File: config.mk
export PLATFORM = sky130hd
export DESIGN_NAME = motion_door_led_controller_top
export DESIGN_NICKNAME = d
export VERILOG_FILES = /design/src/hw/rtl/mdlc_pkg.sv /design/src/hw/rtl/motion_door_led_controller_top.sv
export SDC_FILE = /design/constraint.sdc
export NUM_CORES = 1
export LEC_CHECK = 0
export BUFFER_PORTS_ARGS = -buffer_cell sky130_fd_sc_hd__clkbuf_2
export CAP_MARGIN = 20
export CORE_MARGIN = 10
export CORE_UTILIZATION = 46
export DETAILED_ROUTE_END_ITERATION = 10
export PLACE_DENSITY = 0.63
export SYNTH_ARGS = -nofsm -noshare
export SYNTH_HDL_FRONTEND = slang
export SYNTH_SLANG_ARGS = --single-unit
File: constraint.sdc
create_clock -name clk_i -period 2.48 [get_ports clk_i]
set_input_delay 0 -clock clk_i [delete_from_list [all_inputs] [get_ports clk_i]]
set_output_delay 0 -clock clk_i [all_outputs]
set_load 0.005 [all_outputs]
File: src/hw/rtl/mdlc_pkg.sv
// ----------------------------------------------------------------------------
// mdlc_pkg: shared types and constants of the motion door LED controller
// Phase encodings, register indexes and reset values, beat kinds and the result beat.
// ----------------------------------------------------------------------------
package mdlc_pkg;

  localparam int unsigned CFG_WIDTH = 16;
  localparam int unsigned CFG_IDX_WIDTH = 2;

  // Register indexes on the configuration port
  localparam logic [CFG_IDX_WIDTH-1:0] REG_MOTION_DELAY = 2'd0;
  localparam logic [CFG_IDX_WIDTH-1:0] REG_DOOR_HOLD    = 2'd1;
  localparam logic [CFG_IDX_WIDTH-1:0] REG_LED_PERIOD   = 2'd2;

  // Register reset values
  localparam logic [CFG_WIDTH-1:0] MOTION_DELAY_RST = 16'd50;
  localparam logic [CFG_WIDTH-1:0] DOOR_HOLD_RST    = 16'd10000;
  localparam logic [CFG_WIDTH-1:0] LED_PERIOD_RST   = 16'd500;

  // Beat kinds carried on the input tuser
  localparam logic KIND_TICK   = 1'b0;
  localparam logic KIND_UPDATE = 1'b1;

  typedef enum logic [1:0] {
    MP_IDLE     = 2'd0,
    MP_WAIT_ON  = 2'd1,
    MP_ACTIVE   = 2'd2,
    MP_WAIT_OFF = 2'd3
  } motion_phase_e;

  typedef enum logic [1:0] {
    DP_CLOSED     = 2'd0,
    DP_OPEN       = 2'd1,
    DP_WAIT_CLOSE = 2'd2
  } door_phase_e;

  // One result beat
  typedef struct packed {
    logic led_drive;
    logic door_drive;
    logic motion_seen;
  } result_t;

endpackage

File: src/hw/rtl/motion_door_led_controller_top.sv
// ----------------------------------------------------------------------------
// motion_door_led_controller_top: motion qualified door and LED controller
// Tick and update beats drive a motion qualifier, a door machine and a
// blinking LED machine; every input beat yields one status beat.
// ----------------------------------------------------------------------------
// Each input beat is a timer tick (tuser = 0) or an update step (tuser = 1)
// carrying the raw active-low sensor level in tdata bit 0. A tick counts the
// three timers down by one, stopping at zero, and reports the current status.
// An update runs the motion qualifier, then the door machine, then the LED
// machine, all in the same cycle, and reports the new status. Every input
// beat produces exactly one output beat. The block takes one beat per clock
// while the sink takes its beats: state updates are combinational between the
// state and result registers, and the result register frees up whenever the
// sink takes its beat, so the streams run back to back at one beat per cycle.
// The user must write registers through cfg_we_i / cfg_idx_i / cfg_wdata_i
// only while the block is idle, which the block does not enforce; index 3 is
// ignored. Values over the TIMER_WIDTH-bit maximum load the timers saturated.
module motion_door_led_controller_top
  import mdlc_pkg::*;
#(
  parameter int unsigned TIMER_WIDTH = 16
) (
  input  logic                     clk_i,
  input  logic                     rst_ni,

  // Configuration write port
  input  logic                     cfg_we_i,
  input  logic [CFG_IDX_WIDTH-1:0] cfg_idx_i,
  input  logic [CFG_WIDTH-1:0]     cfg_wdata_i,

  // Input stream
  input  logic                     s_axis_tvalid_i,
  output logic                     s_axis_tready_o,
  input  logic [7:0]               s_axis_tdata_i,   // [0] sensor_pin, [7:1] zero
  input  logic                     s_axis_tuser_i,   // [0] kind

  // Output stream
  output logic                     m_axis_tvalid_o,
  input  logic                     m_axis_tready_i,
  output logic [7:0]               m_axis_tdata_o    // [0] motion_seen,
                                                     // [1] door_drive,
                                                     // [2] led_drive, [7:3] zero
);

  localparam int unsigned WIDE_W = (TIMER_WIDTH > CFG_WIDTH) ? TIMER_WIDTH : CFG_WIDTH;
  localparam logic [TIMER_WIDTH-1:0] TIMER_MAX = {TIMER_WIDTH{1'b1}};
  localparam logic [TIMER_WIDTH-1:0] TIMER_ZERO = '0;

  // Configuration registers
  logic [CFG_WIDTH-1:0] motion_delay_q, door_hold_q, led_period_q;

  // Machine state
  motion_phase_e        motion_phase_q, motion_phase_d;
  door_phase_e          door_phase_q, door_phase_d;
  logic                 led_lit_q, led_lit_d;
  logic [TIMER_WIDTH-1:0] motion_timer_q, motion_timer_d;
  logic [TIMER_WIDTH-1:0] door_timer_q, door_timer_d;
  logic [TIMER_WIDTH-1:0] led_timer_q, led_timer_d;

  // Result register
  logic    out_valid_q;
  result_t result_q, result_d;

  logic accept;
  logic motion;
  logic flag_now, flag_d;
  logic [TIMER_WIDTH-1:0] motion_load, door_load, led_load;

  // Saturate a register value into the timer width
  function automatic logic [TIMER_WIDTH-1:0] sat_load(input logic [CFG_WIDTH-1:0] v);
    logic [WIDE_W-1:0] wide;
    wide = WIDE_W'(v);
    if (wide > WIDE_W'(TIMER_MAX)) begin
      return TIMER_MAX;
    end
    return TIMER_WIDTH'(wide);
  endfunction

  assign motion_load = sat_load(motion_delay_q);
  assign door_load   = sat_load(door_hold_q);
  assign led_load    = sat_load(led_period_q);

  // Take a new beat whenever the result slot is empty or drains this cycle
  assign s_axis_tready_o = !out_valid_q || m_axis_tready_i;
  assign accept = s_axis_tvalid_i && s_axis_tready_o;
  assign motion = !s_axis_tdata_i[0];

  assign flag_now = (motion_phase_q == MP_ACTIVE) || (motion_phase_q == MP_WAIT_OFF);

  // Motion qualifier next state
  always_comb begin
    motion_phase_d = motion_phase_q;
    motion_timer_d = motion_timer_q;
    if (s_axis_tuser_i == KIND_UPDATE) begin
      case (motion_phase_q)
        MP_IDLE: begin
          if (motion) begin
            motion_timer_d = motion_load;
            motion_phase_d = MP_WAIT_ON;
          end
        end
        MP_WAIT_ON: begin
          if (!motion) begin
            motion_phase_d = MP_IDLE;
          end else if (motion_timer_q == TIMER_ZERO) begin
            motion_phase_d = MP_ACTIVE;
          end
        end
        MP_ACTIVE: begin
          if (!motion) begin
            motion_phase_d = MP_WAIT_OFF;
            motion_timer_d = motion_load;
          end
        end
        default: begin
          if (motion) begin
            motion_phase_d = MP_ACTIVE;
          end else if (motion_timer_q == TIMER_ZERO) begin
            motion_phase_d = MP_IDLE;
          end
        end
      endcase
    end else if (motion_timer_q != TIMER_ZERO) begin
      motion_timer_d = motion_timer_q - 1'b1;
    end
  end

  assign flag_d = (motion_phase_d == MP_ACTIVE) || (motion_phase_d == MP_WAIT_OFF);

  // Door machine next state, fed by the freshly qualified flag
  always_comb begin
    door_phase_d = door_phase_q;
    door_timer_d = door_timer_q;
    if (s_axis_tuser_i == KIND_UPDATE) begin
      case (door_phase_q)
        DP_OPEN: begin
          if (!flag_d) begin
            door_timer_d = door_load;
            door_phase_d = DP_WAIT_CLOSE;
          end
        end
        DP_WAIT_CLOSE: begin
          if (flag_d) begin
            door_phase_d = DP_OPEN;
          end else if (door_timer_q == TIMER_ZERO) begin
            door_phase_d = DP_CLOSED;
          end
        end
        default: begin
          door_phase_d = flag_d ? DP_OPEN : DP_CLOSED;
        end
      endcase
    end else if (door_timer_q != TIMER_ZERO) begin
      door_timer_d = door_timer_q - 1'b1;
    end
  end

  // LED blinker next state; once lit it always finishes its on phase
  always_comb begin
    led_lit_d   = led_lit_q;
    led_timer_d = led_timer_q;
    if (s_axis_tuser_i == KIND_UPDATE) begin
      if (!led_lit_q) begin
        if (flag_d && (led_timer_q == TIMER_ZERO)) begin
          led_lit_d   = 1'b1;
          led_timer_d = led_load;
        end
      end else if (led_timer_q == TIMER_ZERO) begin
        led_lit_d   = 1'b0;
        led_timer_d = led_load;
      end
    end else if (led_timer_q != TIMER_ZERO) begin
      led_timer_d = led_timer_q - 1'b1;
    end
  end

  // Status for this beat: a tick reports the state as it stands
  always_comb begin
    if (s_axis_tuser_i == KIND_UPDATE) begin
      result_d.motion_seen = flag_d;
      result_d.door_drive  = (door_phase_d == DP_OPEN) || (door_phase_d == DP_WAIT_CLOSE);
      result_d.led_drive   = led_lit_d;
    end else begin
      result_d.motion_seen = flag_now;
      result_d.door_drive  = (door_phase_q == DP_OPEN) || (door_phase_q == DP_WAIT_CLOSE);
      result_d.led_drive   = led_lit_q;
    end
  end

  // Configuration registers
  always_ff @(posedge clk_i or negedge rst_ni) begin
    if (!rst_ni) begin
      motion_delay_q <= MOTION_DELAY_RST;
      door_hold_q    <= DOOR_HOLD_RST;
      led_period_q   <= LED_PERIOD_RST;
    end else if (cfg_we_i) begin
      case (cfg_idx_i)
        REG_MOTION_DELAY: motion_delay_q <= cfg_wdata_i;
        REG_DOOR_HOLD:    door_hold_q    <= cfg_wdata_i;
        REG_LED_PERIOD:   led_period_q   <= cfg_wdata_i;
        default: ;
      endcase
    end
  end

  // Machine state: advance only on an accepted beat
  always_ff @(posedge clk_i or negedge rst_ni) begin
    if (!rst_ni) begin
      motion_phase_q <= MP_IDLE;
      door_phase_q   <= DP_CLOSED;
      led_lit_q      <= 1'b0;
      motion_timer_q <= '0;
      door_timer_q   <= '0;
      led_timer_q    <= '0;
    end else if (accept) begin
      motion_phase_q <= motion_phase_d;
      door_phase_q   <= door_phase_d;
      led_lit_q      <= led_lit_d;
      motion_timer_q <= motion_timer_d;
      door_timer_q   <= door_timer_d;
      led_timer_q    <= led_timer_d;
    end
  end

  // Result slot: load on accept, drop once the sink takes it
  always_ff @(posedge clk_i or negedge rst_ni) begin
    if (!rst_ni) begin
      out_valid_q <= 1'b0;
    end else if (accept) begin
      out_valid_q <= 1'b1;
    end else if (m_axis_tready_i) begin
      out_valid_q <= 1'b0;
    end
  end

  always_ff @(posedge clk_i) begin
    if (accept) begin
      result_q <= result_d;
    end
  end

  assign m_axis_tvalid_o = out_valid_q;
  assign m_axis_tdata_o  = {5'b0, result_q};

endmodule
**Word level (Yosys, flattened, before mapping)**

Cells that the tools add are included.

- Add/sub/neg operators: 3
- Order comparisons: 3
- Equality and inequality tests: 18
- Mux-type cells: 44
- Reductions and logical operators: 26

Operators by type and width:

| operator | count |
|---|---|
| $mux 16 | 19 |
| $gt 16x16->1 const B | 3 |
| $logic_not 16->1 | 3 |
| $reduce_bool 16->1 | 3 |
| $sub 16x1->16 const B | 3 |
| $pmux 16 s2 | 1 |
| $mux 2 | 11 |
| $eq 2x2->1 const B | 7 |
| $mux 1 | 10 |
| $eq 2x1->1 const B | 4 |
| $reduce_and 4->1 | 2 |
| $reduce_bool 2->1 | 4 |
| $ne 3x1->1 const B | 2 |
| $ne 3x3->1 const B | 2 |
| $pmux 2 s3 | 1 |
| $reduce_and 2->1 | 3 |
| $logic_or 1x1->1 | 5 |
| $reduce_and 5->1 | 1 |
| $logic_not 2->1 | 2 |
| $pmux 2 s2 | 1 |
| $mux 3 | 1 |
| $ne 3x2->1 const B | 1 |
| $logic_and 1x1->1 | 2 |
| $ne 2x1->1 const B | 1 |
| 2 further kinds | 2 |

- Register bits after elaboration: 105
- Input bits: 32
- Output and inout port bits: 10
- Logic and storage cells: 107

**Logic depth before layout (Yosys ltp)**

- Depth in word-level cells: 13
- Mapped depth: 10
- Mapped depth without buffers: 8

**Worst setup path after synthesis**

Ideal clock, no wire load.

- Kind: reg2reg
- Start: register led_timer_q[0]
- End: register led_timer_q[5]
- Library setup time: 123 ps
- Data arrival time: 2,516 ps
- Required time: 2,357 ps
- Setup slack: -159 ps
- Cell stages (with the launch flop): 11
- Buffers on the path: 2
- Clock period less this slack: 2,639 ps
- Cells stage by stage: dfrtp_1 inv_1 ha_1 or4b_4 and4bb_4 and2_4 nor2_2 or3_4 buf_6 buf_8 o221a_1

- Cells in the longest elaborated chain, start to end: 4
- Elaborated cells on any way between the ends: 10
- Classes of those cells: 1 x add/sub; 2 x eq/ne; 2 x mux; 5 x reduce/logical

RTL lines:

| item | line | source |
|---|---|---|
| from (decl) | motion_door_led_controller_top.sv:58 | `logic [TIMER_WIDTH-1:0] led_timer_q, led_timer_d;` |
| from (signal assigned) | motion_door_led_controller_top.sv:221 | `led_timer_q <= led_timer_d;` |
| branches (longest 4 deep; another with $sub 16x1->16) | - |  |

Parallel ways; which one is timed is not known. The select of a mux whose other input is x is not followed.
A chain may end at the register's enable or synchronous reset.

**Worst setup path after layout**

- Start: register led_timer_q[0]
- End: register led_timer_q[7]

The elaborated chain is that of the path after synthesis.

==> metrics.cfg <==
[setup_path]
critPathLaunchType = register
worstPathArrival_ps = 2700
reg2reg_depth = 8
cp_slowest_cell = or4b_4
worstReg2RegEnd = led_timer_q[7]
worstSetupEndpointType = register
cp_slowest_stage_delay_ps = 480
cp_max_fo = 7
r2r_start = led_timer_q[0]
crit_path_cell_trace = inv_2 -> ha_4 -> or4b_4 -> and4bb_4 -> and2_4 -> nor2_4 -> or3_4 -> o221a_1
worstPathRequired_ps = 2720
crit_type = register to register
regToRegSetupSlack_ps = 20

[power_and_ir_drop]
irDropWorstVdd_v = 0.000449
pwr-share-comb_pct = 28.1
internal_power_mw = 3.64
leakage_nw = 2.80
switching_power_mw = 1.78
power_density_mw_per_mm2 = 824
fin_total_pwr_mw = 5.42
p_sw_share_pct = 32.9
power_frac_seq_pct = 46.6
clockPowerShare_pct = 25.3

[clocking]
cts_sinks = 105
cts_inserted_buffers = 9
cts_buffer_depth = 2
cts_tree = done
clkTransAtPathRegs_ps = 70
clock-root-buffer = clkbuf_16
cts_max_level = 3
clkLatencyLatePin_ps = 360

[timing]
rsz0062_at_grt = true
finalCritPeriodShare_pct = 99.4
tightest_slew_ps = 886
finalSetupViolCount = 0
setup_tns_ps = 0
slew_violations = 0
clock.fmax_ghz = 0.406
max_slew_margin_pct = 40.7
skew_ps = 12.3
hold_viol_final = 0
fin_crit_ps = 2460
fin_hold_ws_ps = 53.8
setup_slack_ps = 16.0

[route]
dr.first_iter.drc_count = 450
ant_nets = 0
routed_wl_um = 14100
drt_pre_antenna_iters = 5
vias_per_cell = 6.10
dr_total_vias = 4601
drc = 0
routedWlPerCell_um = 18.7

[floorplan]
initial_utilization_pct = 46.7
io_pins = 42
die_area_mm2 = 0.0169
die_w_um = 130
core-area_mm2 = 0.0120
row_count = 40
die_h_um = 130

[synth]
async_flop_share_pct = 97.1
syn_avg_cell_area_um2 = 10.3
netlist_instances = 543
ys_types = 66
synth_top_area_share_pct = 39.4
yosysTopAreaCell = dfrtp_1
synthTopCellsByCount = dfrtp_1, mux2_2, nor2_1
synth_enable_flop_cells = 3
synth_area_mm2 = 0.00558
ys_warn_count = 0
yosys_most_used_dff = dfrtp_1
synthMostInstantiatedCell = dfrtp_1
synth-seq-cells = 105
synth_area_leaders = dfrtp_1, mux2_2, dfstp_2
synth_seq_area_share_pct = 47.6

[global_route]
grt_max_degree = 71
antenna_found_initial = 0
globalRoute.busiestLayer = met2
grt_overflow = 0
grtUsageMet1_pct = 23.1
grt_pass1_wl_um = 23200
grtUsageMet2_pct = 26.7
grt_use_total_pct = 17.2
first_global_vias = 4468
grt_util_met3_pct = 4.54

[placed_design]
place_hpwl_um = 9620
gp_congestion = 0.852
placed_cells = 715
io_buffers = 29
pre_cts_slack_ps = -85.2
placed_area_mm2 = 0.00600

[run_status]
outcome = completed

[cells_and_area]
stdcell_count = 754
drive_above_1_share_pct = 28.0
fin_area_mm2 = 0.00658
fillers = 1030
antenna_cells = 0
syn2layout_area_growth_pct = 17.8
final_nets = 640
final_core_util_pct = 55.0

[worst_hold_path]
min_path_cells = 3
hold_start = s_axis_tdata_i[0]
hold_path_class = input port to register
hold_end = motion_phase_q[0]

[run]
max_cap_violations = 0

## cell usage in the layout, fill, tap and decap left out, types with 8 or more instances in the layout
master         count
dfrtp_1           88
mux2_2            50
nor2_1            42
o21ai_0           39
nor3_1            30
buf_4             29
clkbuf_2          28
nand2_1           24
a21oi_1           24
nand3_1           19
dlygate4sd3_1     19
inv_1             16
dfstp_2           14
clkbuf_16         10
nor4_1             9
and3_1             9
o221a_1            8
## logic make-up after synthesis
group                      after synthesis  share of synthesized area (%)
and+or+nand+nor                        182                           17.7
AOI/OAI and AO/OA                      141                           17.9
DFF                                    105                           47.6
muxes                                   55                           11.0
buffers and inverters                   52                           4.17
adders and majority gates                6                           1.34
other                                    1                         0.0672
xor gates and xnor gates                 1                          0.157
## sequential cells by signal, indices dropped and copies added, names as in the netlist
signal           cells
door_hold_q         16
door_timer_q        16
led_period_q        16
led_timer_q         16
motion_delay_q      16
motion_timer_q      16
m_axis_tdata_o       3
door_phase_q         2
motion_phase_q       2
led_lit_q            1
m_axis_tvalid_o      1
## how the worst max path moves through the flow
stage	to	slack [ps]	start	depth (start not counted)
6_report	led_timer_q[7]	20	led_timer_q[0]	8
5_1_grt	led_timer_q[2]	-60	led_timer_q[0]	9
4_1_cts	led_timer_q[3]	-3	led_timer_q[0]	8
3_5_place_dp	door_timer_q[3]	-90	door_timer_q[0]	8
3_3_place_gp	door_timer_q[10]	-1	door_timer_q[0]	8
2_1_floorplan	led_timer_q[9]	10	led_timer_q[0]	10
## worst max-delay path: cells and delay by family (launching register included)
family	cells	cell delay, ps
compound gates	1	230
buf+inv	1	100
simple gates	5	1480
flops	1	410
fa+ha+maj	1	140
## metal layers
layer / wire (um) / vias up
met5: 0 / -
li1: - / 2167
met1: 6520 / 2267
met4: 248 / 0
met3: 888 / 23
met2: 6460 / 144
## power groups by stage
| stage | registers (mW) | logic, mW | clock network [mW] |
|---|---|---|---|
| after floorplan | 2.44 | 1.04 | 0 |
| after global placement | 2.52 | 1.36 | 0 |
| after detailed placement | 2.53 | 1.42 | 0 |
| after CTS | 2.51 | 1.45 | 1.41 |
| after global routing | 2.59 | 1.70 | 1.48 |
| final | 2.53 | 1.52 | 1.37 |
## final cells by class
cell class	instances	area (um^2)	share of cell area, %
Clock buffer	12	258	3.92
Multi-Input combinational cell	391	2820	42.8
Inverter	18	67.6	1.03
Tap cell	147	184	2.80
Timing Repair Buffer	77	568	8.63
Sequential cell	105	2660	40.4
Clock inverter	4	26.3	0.399
## timing repair
action                                 in CTS  in global routing
resized for setup                           2                 14
hold buffers                               18                  1
gates cloned                                0                  1
setup endpoints to repair                  18                 27
pin swaps                                   0                  1
endpoints found under the hold margin      77                  1
buffers inserted                            0                  3
(Power assumes the default switching activity.)
